File: src/hdl/rmlm_pkg.sv
// Package for the recursive mutex lock manager: sizes, request and status codes.
// No dependencies.
package rmlm_pkg;
  localparam int NumMutexes = 16;
  localparam int NumTasks   = 16;
  localparam int CountWidth = 8;
  localparam int MIdxW      = $clog2(NumMutexes);
  localparam int TIdxW      = $clog2(NumTasks);
  // mutex record: exists, held, owner, depth, nonempty, head, tail
  localparam int RecW       = 3 + TIdxW + CountWidth + 2 * TIdxW;

  localparam logic [1:0] ReqCreate = 2'd0;
  localparam logic [1:0] ReqDelete = 2'd1;
  localparam logic [1:0] ReqLock   = 2'd2;
  localparam logic [1:0] ReqUnlock = 2'd3;

  localparam logic [3:0] StOk       = 4'd0;
  localparam logic [3:0] StBadId    = 4'd1;
  localparam logic [3:0] StNotExist = 4'd2;
  localparam logic [3:0] StNoFree   = 4'd3;
  localparam logic [3:0] StBusy     = 4'd4;
  localparam logic [3:0] StQueued   = 4'd5;
  localparam logic [3:0] StNotOwner = 4'd6;
  localparam logic [3:0] StOverflow = 4'd7;
  localparam logic [3:0] StReleased = 4'd8;

  typedef struct packed {
    logic                  exists;
    logic                  held;
    logic [TIdxW-1:0]      owner;
    logic [CountWidth-1:0] depth;
    logic                  nonempty;
    logic [TIdxW-1:0]      head;
    logic [TIdxW-1:0]      tail;
  } mutex_rec_t;

  typedef struct packed {
    logic [3:0] status;
    logic [4:0] mutex_id;
    logic [3:0] task_id;
    logic       task_valid;
    logic       last;
  } result_t;
endpackage

File: src/hdl/rmlm_ram.sv
// Generic single-port-write, single-read RAM with registered read data.
// No dependencies.
module rmlm_ram #(
  parameter int Width = 8,
  parameter int Depth = 16
) (
  input  logic                     clk_i,
  input  logic                     we_i,
  input  logic [$clog2(Depth)-1:0] waddr_i,
  input  logic [Width-1:0]         wdata_i,
  input  logic [$clog2(Depth)-1:0] raddr_i,
  output logic [Width-1:0]         rdata_o
);
  logic [Width-1:0] mem_q [Depth];

  always_ff @(posedge clk_i) begin
    if (we_i) mem_q[waddr_i] <= wdata_i;
    rdata_o <= mem_q[raddr_i];
  end
endmodule

File: src/hdl/recursive_mutex_lock_manager.sv
// Top level of the recursive mutex lock manager: sequencer around the mutex table,
// wait link and free-id memories. Depends on rmlm_pkg and rmlm_ram.
//
// Usage: requests enter on s_axis (tdata: req_type, mutex_id, task_id, poll_only).
// Results leave on m_axis (tdata: status, mutex_id_out, task_out, task_out_valid;
// tlast marks the final result of a request). The max_mutexes register is written
// on the cfg channel while idle; the user must keep to this, as the block does not
// enforce it. One request is handled at a time: the mutex record is read, decided
// and written back, and the result loaded into the output register; the next
// request is taken only once that result has been taken. An unlock that hands
// over to a waiter first reads the wait-link memory for the next head. A delete of
// a mutex with n waiters walks the wait-link memory, one waiter at a time, giving
// n+1 results; the final one is loaded when the last waiter's item is taken.
// The output register holds a result while m_axis_tready is low; the sequencer
// waits there and accepts nothing new until it is taken.
// Reset clears the control state and the per-mutex record valid bits; the memories
// themselves need no clearing pass.
module recursive_mutex_lock_manager (
  input  logic        clk_i,
  input  logic        rst_ni,
  input  logic        s_axis_tvalid,
  output logic        s_axis_tready,
  input  logic [15:0] s_axis_tdata,  // req_type[1:0], mutex_id[6:2], task_id[10:7], poll_only[11]
  output logic        m_axis_tvalid,
  input  logic        m_axis_tready,
  output logic [15:0] m_axis_tdata,  // status[3:0], mutex_id_out[8:4], task_out[12:9], valid[13]
  output logic        m_axis_tlast,
  input  logic        cfg_valid_i,
  output logic        cfg_ready_o,
  input  logic [4:0]  cfg_data_i
);
  localparam int MW = rmlm_pkg::MIdxW;
  localparam int TW = rmlm_pkg::TIdxW;
  localparam int CW = rmlm_pkg::CountWidth;

  localparam logic [2:0] SIdle  = 3'd0;
  localparam logic [2:0] SRead  = 3'd1;
  localparam logic [2:0] SExec  = 3'd2;
  localparam logic [2:0] SWalk  = 3'd3;
  localparam logic [2:0] SWalkR = 3'd4;
  localparam logic [2:0] SOut   = 3'd5;

  logic [2:0] state_q, state_d;
  logic [4:0] max_q;
  logic [1:0] req_q;
  logic [4:0] id_q;
  logic [3:0] task_q;
  logic       poll_q;
  logic [MW:0] next_q;
  logic [MW-1:0] fhead_q;
  logic [MW:0]   fcount_q;
  logic [rmlm_pkg::NumMutexes-1:0] rec_vld_q;
  logic [rmlm_pkg::NumTasks-1:0]   twait_q;
  logic [TW-1:0] walk_q;
  logic [TW-1:0] wtail_q;
  logic after_walk_q;

  rmlm_pkg::result_t res_q;
  logic out_vld_q;

  // memories
  localparam int RecW_c = rmlm_pkg::RecW;
  logic rec_we, link_we, free_we;
  logic [MW-1:0] rec_waddr, rec_raddr, free_waddr, free_raddr;
  logic [RecW_c-1:0] rec_wdata, rec_rdata;
  logic [TW-1:0] link_waddr, link_raddr, link_wdata, link_rdata;
  logic [MW-1:0] free_wdata, free_rdata;

  rmlm_ram #(.Width(RecW_c), .Depth(rmlm_pkg::NumMutexes)) u_rec (
    .clk_i, .we_i(rec_we), .waddr_i(rec_waddr), .wdata_i(rec_wdata),
    .raddr_i(rec_raddr), .rdata_o(rec_rdata));
  rmlm_ram #(.Width(TW), .Depth(rmlm_pkg::NumTasks)) u_link (
    .clk_i, .we_i(link_we), .waddr_i(link_waddr), .wdata_i(link_wdata),
    .raddr_i(link_raddr), .rdata_o(link_rdata));
  rmlm_ram #(.Width(MW), .Depth(rmlm_pkg::NumMutexes)) u_free (
    .clk_i, .we_i(free_we), .waddr_i(free_waddr), .wdata_i(free_wdata),
    .raddr_i(free_raddr), .rdata_o(free_rdata));

  logic [4:0] limit;
  assign limit = (max_q < 5'(rmlm_pkg::NumMutexes)) ? max_q : 5'(rmlm_pkg::NumMutexes);

  logic [MW-1:0] m_idx;
  assign m_idx = MW'(id_q - 5'd1);

  logic create_new;
  assign create_new = (5'(next_q) < limit);

  // slot handed out by create: next fresh id, else head of the free list
  logic [MW-1:0] new_idx;
  assign new_idx = create_new ? next_q[MW-1:0] : free_rdata;

  rmlm_pkg::mutex_rec_t rec, nrec;
  always_comb begin
    rec = rec_rdata;
    if (!rec_vld_q[m_idx]) rec = '0;
  end

  assign s_axis_tready = (state_q == SIdle);
  assign cfg_ready_o   = 1'b1;
  assign m_axis_tvalid = out_vld_q;
  assign m_axis_tdata  = {2'b00, res_q.task_valid, res_q.task_id, res_q.mutex_id, res_q.status};
  assign m_axis_tlast  = res_q.last;

  assign rec_raddr  = (state_q == SIdle) ? MW'(s_axis_tdata[6:2] - 5'd1) : m_idx;
  assign rec_waddr  = (req_q == rmlm_pkg::ReqCreate) ? new_idx : m_idx;
  assign free_raddr = fhead_q;
  assign free_waddr = MW'(fhead_q + fcount_q[MW-1:0]);
  assign link_raddr = walk_q;

  logic ok_id;
  assign ok_id = (id_q != 5'd0) && (id_q <= limit);

  rmlm_pkg::result_t res_d;
  logic load_res;

  always_comb begin
    state_d    = state_q;
    rec_we     = 1'b0;
    rec_wdata  = '0;
    nrec       = rec;
    link_we    = 1'b0;
    link_waddr = rec.tail;
    link_wdata = task_q;
    free_we    = 1'b0;
    free_wdata = m_idx;
    load_res   = 1'b0;
    res_d      = '{status: rmlm_pkg::StOk, mutex_id: id_q, task_id: 4'd0,
                   task_valid: 1'b0, last: 1'b1};
    case (state_q)
      SIdle: if (s_axis_tvalid) state_d = SRead;
      SRead: state_d = SExec;
      SExec: begin
        load_res = 1'b1;
        state_d  = SOut;
        if (req_q == rmlm_pkg::ReqCreate) begin
          if (create_new || fcount_q != '0) begin
            res_d.mutex_id = 5'(new_idx) + 5'd1;
            nrec = '0;
            nrec.exists = 1'b1;
            rec_we = 1'b1;
            rec_wdata = nrec;
          end else begin
            res_d.status = rmlm_pkg::StNoFree;
            res_d.mutex_id = 5'd0;
          end
        end else if (!ok_id) begin
          res_d.status = rmlm_pkg::StBadId;
        end else if (!rec.exists) begin
          res_d.status = rmlm_pkg::StNotExist;
        end else if (req_q == rmlm_pkg::ReqDelete) begin
          if (rec.nonempty) begin
            load_res = 1'b0;
            state_d  = SWalkR;
          end else begin
            rec_we = 1'b1;
            nrec   = '0;
            rec_wdata = nrec;
            free_we = (fcount_q <= (MW+1)'(rmlm_pkg::NumMutexes - 1));
          end
        end else if (req_q == rmlm_pkg::ReqLock) begin
          if (!rec.held) begin
            nrec.held = 1'b1; nrec.owner = TW'(task_q); nrec.depth = '0;
            rec_we = 1'b1;
          end else if (rec.owner == TW'(task_q)) begin
            if (rec.depth == {CW{1'b1}}) res_d.status = rmlm_pkg::StOverflow;
            else begin
              nrec.depth = rec.depth + 1'b1; rec_we = 1'b1;
            end
          end else if (poll_q || twait_q[TW'(task_q)]) begin
            res_d.status = rmlm_pkg::StBusy;
          end else begin
            link_we = rec.nonempty;
            if (!rec.nonempty) nrec.head = TW'(task_q);
            nrec.tail = TW'(task_q);
            nrec.nonempty = 1'b1;
            rec_we = 1'b1;
            res_d.status = rmlm_pkg::StQueued;
          end
          rec_wdata = nrec;
        end else begin
          if (!rec.held || rec.owner != TW'(task_q)) res_d.status = rmlm_pkg::StNotOwner;
          else if (rec.depth != '0) begin
            nrec.depth = rec.depth - 1'b1; rec_we = 1'b1;
          end else if (rec.nonempty) begin
            // hand over to oldest waiter; next head comes from the link read
            load_res = 1'b0;
            state_d  = SWalkR;
          end else begin
            nrec.held = 1'b0; rec_we = 1'b1;
          end
          rec_wdata = nrec;
        end
      end
      SWalkR: state_d = SWalk; // link memory read of walk_q
      SWalk: begin
        load_res = 1'b1;
        state_d  = SOut;
        res_d.task_id = 4'(walk_q);
        res_d.task_valid = 1'b1;
        if (req_q == rmlm_pkg::ReqDelete) begin
          res_d.status = rmlm_pkg::StReleased;
          res_d.last   = 1'b0;
        end else begin
          if (walk_q == wtail_q) nrec.nonempty = 1'b0;
          else nrec.head = link_rdata;
          nrec.owner = walk_q; nrec.depth = '0;
          rec_we = 1'b1;
          rec_wdata = nrec;
        end
      end
      SOut: if (m_axis_tready) begin
        if (after_walk_q) state_d = SWalkR;
        else if (req_q == rmlm_pkg::ReqDelete && res_q.status == rmlm_pkg::StReleased) begin
          // final result of a delete
          load_res = 1'b1;
          state_d  = SOut;
          rec_we = 1'b1;
          nrec = '0;
          rec_wdata = nrec;
          free_we = (fcount_q <= (MW+1)'(rmlm_pkg::NumMutexes - 1));
        end else state_d = SIdle;
      end
      default: state_d = SIdle;
    endcase
  end

  always_ff @(posedge clk_i or negedge rst_ni) begin
    if (!rst_ni) begin
      state_q <= SIdle; max_q <= 5'd16; next_q <= '0; fhead_q <= '0; fcount_q <= '0;
      rec_vld_q <= '0; twait_q <= '0; out_vld_q <= 1'b0; after_walk_q <= 1'b0;
    end else begin
      state_q <= state_d;
      if (cfg_valid_i) max_q <= cfg_data_i;
      if (load_res) out_vld_q <= 1'b1;
      else if (m_axis_tready) out_vld_q <= 1'b0;
      if (rec_we) rec_vld_q[rec_waddr] <= 1'b1;
      if (free_we) fcount_q <= fcount_q + 1'b1;
      if (state_q == SExec && req_q == rmlm_pkg::ReqCreate) begin
        if (create_new) next_q <= next_q + 1'b1;
        else if (fcount_q != '0) begin
          fhead_q <= fhead_q + 1'b1;
          fcount_q <= fcount_q - 1'b1;
        end
      end
      if (state_q == SExec && ok_id && rec.exists && req_q == rmlm_pkg::ReqLock &&
          rec.held && rec.owner != TW'(task_q) && !poll_q && !twait_q[TW'(task_q)])
        twait_q[TW'(task_q)] <= 1'b1;
      if (state_q == SExec) begin
        walk_q <= rec.head; wtail_q <= rec.tail;
      end
      if (state_q == SWalk) begin
        twait_q[walk_q] <= 1'b0;
        walk_q <= link_rdata;
        after_walk_q <= (req_q == rmlm_pkg::ReqDelete) && (walk_q != wtail_q);
      end else if (state_q == SOut && m_axis_tready) after_walk_q <= 1'b0;
    end
  end

  always_ff @(posedge clk_i) begin
    if (state_q == SIdle && s_axis_tvalid) begin
      req_q <= s_axis_tdata[1:0]; id_q <= s_axis_tdata[6:2];
      task_q <= s_axis_tdata[10:7]; poll_q <= s_axis_tdata[11];
    end
    if (load_res) res_q <= res_d;
  end
endmodule

File: config.mk
export PLATFORM = sky130hd
export DESIGN_NAME = recursive_mutex_lock_manager
export DESIGN_NICKNAME = d
export VERILOG_FILES = /design/src/hdl/rmlm_pkg.sv /design/src/hdl/rmlm_ram.sv /design/src/hdl/recursive_mutex_lock_manager.sv
export SDC_FILE = /design/constraint.sdc
export NUM_CORES = 1
export LEC_CHECK = 0
export BUFFER_PORTS_ARGS = -buffer_cell sky130_fd_sc_hd__buf_2
export CAP_MARGIN = 20
export CORE_MARGIN = 1
export CORE_UTILIZATION = 48
export DETAILED_ROUTE_END_ITERATION = 6
export PLACE_DENSITY = 0.75
export SETUP_SLACK_MARGIN = 0.05
export SLEW_MARGIN = 20
export SYNTH_ARGS = -nofsm -noshare
export SYNTH_HDL_FRONTEND = slang
export SYNTH_HIERARCHICAL = 1
export SYNTH_SLANG_ARGS = --single-unit
File: constraint.sdc
create_clock -name clk_i -period 8.25 [get_ports clk_i]
set_input_delay 1.65 -clock clk_i [delete_from_list [all_inputs] [get_ports clk_i]]
set_output_delay 1.65 -clock clk_i [all_outputs]
set_load 0.005 [all_outputs]
# [After elaboration in Yosys (flattened, before gate mapping)]
# Memories as Yosys holds them, arrays and structs flattened. A register that Yosys moved wholly into a read port is not among the register bits.
# Cells that the tools add are included.
[op_classes] n_lt_le_gt_ge=11 n_eq_ne=15 n_reduce_logical=35 n_mux=129 bitwise_logic=5 addsub=10
[ops] operator="two-way mux 23 bit" n=7
[ops] operator="two-way mux 4 bit" n=16
[ops] operator="two-way mux 1 bit" n=61
[ops] operator="case mux 23 bit (2 select lines)" n=1
[ops] operator="two-way mux 5 bit" n=8
[ops] operator="two-way mux 8 bit" n=5
[ops] operator="two-way mux 3 bit" n=13
[ops] operator="two-way mux 16 bit" n=2
[ops] operator="OR 16 bit" n=2
[ops] operator="two-way mux 9 bit" n=3
[ops] operator="two-way mux 22 bit" n=1
[ops] operator="< comparator 4 x 5 -> 1 bit (second input constant)" n=4
[ops] operator="case mux 3 bit (6 select lines)" n=1
[ops] operator="bitwise AND 16 bit" n=1
[ops] operator="logical AND 1 bit" n=16
[ops] operator="NOT 16 bit" n=1
[ops] operator="demux 1 bit (select 4 bit)" n=3
[ops] operator="greater-or-equal comparator 4 x 1 -> 1 bit (second input constant)" n=3
[ops] operator="adder 5 x 1 -> 5 bit (second input constant)" n=2
[ops] operator="nonzero test 5 bit" n=2
[ops] operator="adder 8 x 1 -> 8 bit (second input constant)" n=1
[ops] operator="binary-select mux 1 bit (select 4 bit)" n=2
[ops] operator="== test 4 bit" n=2
[ops] operator="== test 8 bit (second input constant)" n=1
[ops] operator="31 further kinds" n=47
[totals] input_bits=26 n_memories=3 output_inout_bits=20 mem_bits_rw=496 reg_bits=91 word_cells=228
[memory_table] name="u_rec.mem_q" words=16 width=23 read_ports=1 rd_ports_with_merged_regs=1 write_ports=1 line_no="rmlm_ram.sv:14" source="logic [Width-1:0] mem_q [Depth];"
[memory_table] name="u_free.mem_q" words=16 width=4 read_ports=1 rd_ports_with_merged_regs=1 write_ports=1 line_no="rmlm_ram.sv:14"
[memory_table] name="u_link.mem_q" words=16 width=4 read_ports=1 rd_ports_with_merged_regs=1 write_ports=1 line_no="rmlm_ram.sv:14"

# [Longest topological paths before layout]
[depth] depth_word=16 mapped_depth=16

# [Hierarchy]
# The synthesis kept the hierarchy.
[by_module_without_submodules] module="rmlm_ram at u_rec" area_each_um2=14308.7 seq_area_each_um2=11511.0 cells_per_inst=608 n_inst=1
[by_module_without_submodules] module="recursive_mutex_lock_manager" area_each_um2=6218.5 seq_area_each_um2=2453.6 cells_per_inst=646 n_inst=1
[by_module_without_submodules] module="rmlm_ram at u_free ..." area_each_um2=2666.3 seq_area_each_um2=2001.9 cells_per_inst=130 n_inst=2

# [Worst setup path after synthesis]
# Ideal clock, no wire load.
[synth_timing] path_kind="reg-to-reg" from="register id_q[0]" to="memory u_rec/mem_q[0][0] (netlist name) (enable)" period_less_slack_ps=5970 arrival_ps=5538 stages_incl_launch_ff=17 setup_slack_ps=2280 cell_sequence="edfxtp_1 > buf_2 > inv_1 > ha_1 > xor2_2 > mux2i_1 > mux2i_1 > buf_4 > clkbuf_1 > nand2_1 > ha_1 > a41oi_1 > a221oi_1 > o31ai_2 > a21boi_0 > or3b_2 > nor3_1"
[synth_via] elab_chain_len=16 word_cells_on_any_way=28
[synth_rtl] element="from (decl)" line_no="recursive_mutex_lock_manager.sv:46" source="logic [4:0] id_q;"
[synth_rtl] element="from (signal assigned)" line_no="recursive_mutex_lock_manager.sv:261" source="req_q <= s_axis_tdata[1:0]; id_q <= s_axis_tdata[6:2];"
[synth_rtl] element="subtractor 4 x 1 -> 4 bit *" line_no="recursive_mutex_lock_manager.sv:83" source="assign m_idx = MW'(id_q - 5'd1);"
[synth_rtl] element="net free_wdata[0]" line_no="recursive_mutex_lock_manager.sv:67" source="logic [MW-1:0] free_wdata, free_rdata;"
[synth_rtl] element="binary-select mux 1 bit (select 4 bit) *" line_no="recursive_mutex_lock_manager.sv:95" source="if (!rec_vld_q[m_idx]) rec = '0;"
[synth_rtl] element="two-way mux 1 bit (not written as such) *" line_no="recursive_mutex_lock_manager.sv:95"
[synth_rtl] element="two-way mux 23 bit *" line_no="recursive_mutex_lock_manager.sv:95"
[synth_rtl] element="== test 8 bit" line_no="recursive_mutex_lock_manager.sv:165" source="if (rec.depth == {CW{1'b1}}) res_d.status = rmlm_pkg::StOverflow;"
[synth_rtl] element="two-way mux 1 bit" line_no="recursive_mutex_lock_manager.sv:165"
[synth_rtl] element="two-way mux 1 bit" line_no="recursive_mutex_lock_manager.sv:164" source="end else if (rec.owner == TW'(task_q)) begin"
[synth_rtl] element="(+2 left out)"
[synth_rtl] element="two-way mux 1 bit" line_no="recursive_mutex_lock_manager.sv:150" source="end else if (req_q == rmlm_pkg::ReqDelete) begin"
[synth_rtl] element="two-way mux 1 bit *" line_no="recursive_mutex_lock_manager.sv:148" source="end else if (!rec.exists) begin"
[synth_rtl] element="two-way mux 1 bit *" line_no="recursive_mutex_lock_manager.sv:146" source="end else if (!ok_id) begin"
[synth_rtl] element="two-way mux 1 bit *" line_no="recursive_mutex_lock_manager.sv:135" source="if (req_q == rmlm_pkg::ReqCreate) begin"
[synth_rtl] element="case mux 1 bit (3 select lines) *" line_no="recursive_mutex_lock_manager.sv:129" source="case (state_q)"
[synth_rtl] element="net rec_we" line_no="recursive_mutex_lock_manager.sv:63" source="logic rec_we, link_we, free_we;"
[synth_rtl] element="two-way mux 1 bit *" line_no="rmlm_ram.sv:17" source="if (we_i) mem_q[waddr_i] <= wdata_i;"
[synth_rtl] element="two-way mux 1 bit (not written as such) *" line_no="rmlm_ram.sv:17"
[synth_rtl] element="to (decl)" line_no="rmlm_ram.sv:14"
# Mark *: on every way through the listed nets, which the timed path passes. The rest lies on a longest branch. The select of a mux whose other input is x is not followed.

# [Final worst setup path]
[layout_timing] from="register id_q[0]" to="memory u_rec/mem_q[11][11] (netlist name) (enable)"
# The elaborated chain is that of the path after synthesis.

==> impl_metrics.toml <==
[yosys]
yosysMostFrequentCell = "edfxtp_1"
synthCells = 1514
synth-xor-area-share_pct = 0.977
syn_avg_cell_area_um2 = 17.1
yosys_warnings = 6
synth_top_family_by_area = "multiplexers"
ys_top_cells_by_area = "edfxtp_1 62%, mux4_2 8.9%, dfrtp_1 5.3%"
synth.distinct_cells = 79
synthMuxAreaShare_pct = 13.3
synth_common_cells = "531 x edfxtp_1, 102 x mux4_2, 97 x nor2_1"
synth_area_um2 = 25900
synth-compound-area-share_pct = 5.79
synth_adder_area_share_pct = 1.14
yosys.area.top_type = "edfxtp_1"
netlist.area_leader.share_pct = 61.7
synth_edf_count = 531
synthArstFlopShare_pct = 9.06
synth_seq_cells = 618
yosys.area_share.simple_pct = 7.24
synth_ff_type = "edfxtp_1"
ys_seq_area_share_pct = 69.5

[cells_and_area]
nFillCells = 3937
nNetsFinal = 1633
fin_cells = 2322
drive_gt1_share_pct = 22.3
design_area_um2 = 29200
antennaDiodeCount = 0
syn2layout_area_growth_pct = 13.0

[worst_setup_path]
path_class = "reg2reg"
path_delay_family = "buffers and inverters"
path_cells = "inv_1 -> ha_1 -> xor2_2 -> mux2i_1 -> mux2i_4 -> buf_4 -> nand2_1 -> ha_1 -> a41oi_1 -> a221oi_1 -> o31ai_2 -> buf_4 -> a21boi_0 -> nand3b_1 -> nor2_2 -> buf_12"
cp_slowest_cell = "xor2_2"
critical_path_required_ns = 8.57
worst_setup_path_end_kind = "register"
path_max_fanout = 38
worst_ep_arrival_time_ns = 6.72
max_stage_delay_ns = 0.74
path_buf_inv = 4
setup.worst_path.start_class = "register"

[grt]
grtUsageMet2_pct = 32.1
grt_usage_pct = 20.6
antenna_found_initial = 0
grt-busiest-layer = "met2"
use_met1_pct = 29.3
grt_overflow = 0
grt_max_degree = 93
grt_pass1_vias = 14300
grt_use_met3_pct = 3.84
grt_pass1_wl_mm = 85.1

[detailed_routing]
wl_mm = 55.3
firstDrtPassIters = 7
routed_via_density = 6.15
drt-initial-drc-count = 1516
routed-via-count = 14300
drc = 10
ant_nets = 0
wl_per_cell_um = 23.8

[outcome]
status = "finished with violations"
violations = "design-rule violations"

[clock_tree]
cts_made_buffers = 59
cts_sinks = 618
worst_skew_pair.late_latency_ns = 0.64
cts.reportedPaths.clkPinSlew_ns = 0.06
cts.repair.resized = 0
cts_setup_buffers = 0
hold_buffers = 0
clk_path_buf_depth = 3
root_buffer = "clkbuf_16"
cts-htree-levels = 2
cts_tree = "done"

[timing]
fmax_mhz = 156
timing.final.max_slew_violations = 0
fin_crit_ns = 6.40
worstMarginPinSlew_ns = 1.04
holdWs_ns = 0.468
relSlewSlack_pct = 29.9
min_period_over_period_pct = 77.5
setup_viol_count_final = 0
rsz0062_at_grt = "false"
fin_skew_ns = 0.0374
setup_tns_ns = 0
hold_viol = 0

[placed_design]
place.gp.congestion = 0.874
post_dp_cell_area_um2 = 27000
dpl.cell_count = 2211
dp_hpwl_mm = 33.6
port_buffers = 38

[die]
die_h_um = 234
die_w_um = 234
dieArea_um2 = 54800
rows = 84
io_pins = 46
initial_utilization_pct = 48.9
core_um2 = 52900

[pwr]
peakVddDrop_v = 0.000186
power_mw = 9.06
leakage_nw = 9.60
powerDensity_nw_per_um2 = 310

[run]
cap_viol_max_count = 0

[hold_path]
hold_path.class = "reg2reg"
==> report_power, final <==
part,switching (mW),leakage [nW],internal [mW]
clock,1.15,1.05,1.76
sequential,0.216,5.54,3.70
combinational,1.33,3.00,0.899
total,2.70,9.60,6.36
==> metal layers <==
metal,vias to the layer above,routed length [um]
met5,-,0
met3,111,4270
met4,0,1590
met1,7324,23400
met2,615,26100
li1,6236,-
==> worst register-to-register path: cells and delay by family, from the launching register on <==
family / cells / cell delay (ns)
mux: 2 / 0.52
xor+xnor: 1 / 0.74
compound gates: 4 / 0.90
simple gates: 3 / 1.19
flops: 1 / 0.59
fa+ha+maj: 2 / 0.61
buf+inv: 4 / 1.54
==> area by class of cell <==
| class | instances | area [um^2] | area share (%) |
|---|---|---|---|
| Clock inverter | 27 | 437 | 1.49 |
| Timing Repair Buffer | 84 | 598 | 2.05 |
| Sequential cell | 618 | 18000 | 61.5 |
| Tap cell | 688 | 861 | 2.95 |
| Multi-Input combinational cell | 792 | 7540 | 25.8 |
| Clock buffer | 84 | 1710 | 5.86 |
| Inverter | 29 | 109 | 0.372 |
==> path summary, 6_finish.rpt <==
check                        startpoint                   to  slack (ns)  cells after the start
setup / recovery                id_q[0]  u_rec/mem_q[11][11]        1.85                     16
setup reg to reg                id_q[0]  u_rec/mem_q[11][11]        1.85                     16
min in group asynchronous        rst_ni        rec_vld_q[15]        1.17                      2
max in group asynchronous        rst_ni         rec_vld_q[2]        6.59                      2
hold reg to reg            rec_vld_q[5]         rec_vld_q[5]        0.47                      1
hold / removal             rec_vld_q[5]         rec_vld_q[5]        0.47                      1
==> placed cells by master (no fill, tap or decap), types with 15 or more instances in the layout <==
master,Yosys,routed
mux4_1,31,31
nor2_1,97,84
edfxtp_1,531,531
clkbuf_16,0,60
nor3_1,33,28
buf_4,9,41
and2_1,15,15
nand2_1,74,74
a21oi_1,34,31
mux2i_1,20,16
inv_1,29,29
dfrtp_1,55,55
nand2b_1,21,21
ha_1,22,22
nand3_1,38,38
buf_2,9,38
o21ai_0,24,24
dfxtp_1,31,31
a22oi_1,59,59
xnor2_1,16,16
mux4_2,102,102
==> state kept, by name, summed over array words and instances (netlist names), 5 cells and up <==
| signal | cells |
|---|---|
| max_q | 5 |
| next_q | 5 |
| rec_vld_q | 16 |
| u_link/mem_q | 64 |
| m_axis_tdata | 14 |
| u_rec/mem_q | 368 |
| id_q | 5 |
| u_free/mem_q | 64 |
| fcount_q | 5 |
| u_rec/rdata_o | 23 |
| twait_q | 16 |
==> per-stage QoR <==
stage | utilization, % | setup WS, ns
finish | 55.3 | 1.85
floorplan | - | 2.28
global placement | 51.1 | 2.17
CTS | 55.2 | 1.83
global route | 55.3 | 1.38
detailed placement | 51.1 | 1.88
==> kinds of logic (layout without fill, tap and decap cells) <==
kind of cell / after synthesis / count (layout)
flip-flops: 618 / 618
AND/OR/NAND/NOR: 366 / 366
AO/OA/AOI/OAI: 208 / 208
multiplexers: 164 / 164
buffers and inverters: 105 / 224
XOR/XNOR: 28 / 28
adder cells (fa/ha/maj): 23 / 23
other: 2 / 3
(Power assumes the default switching activity.)
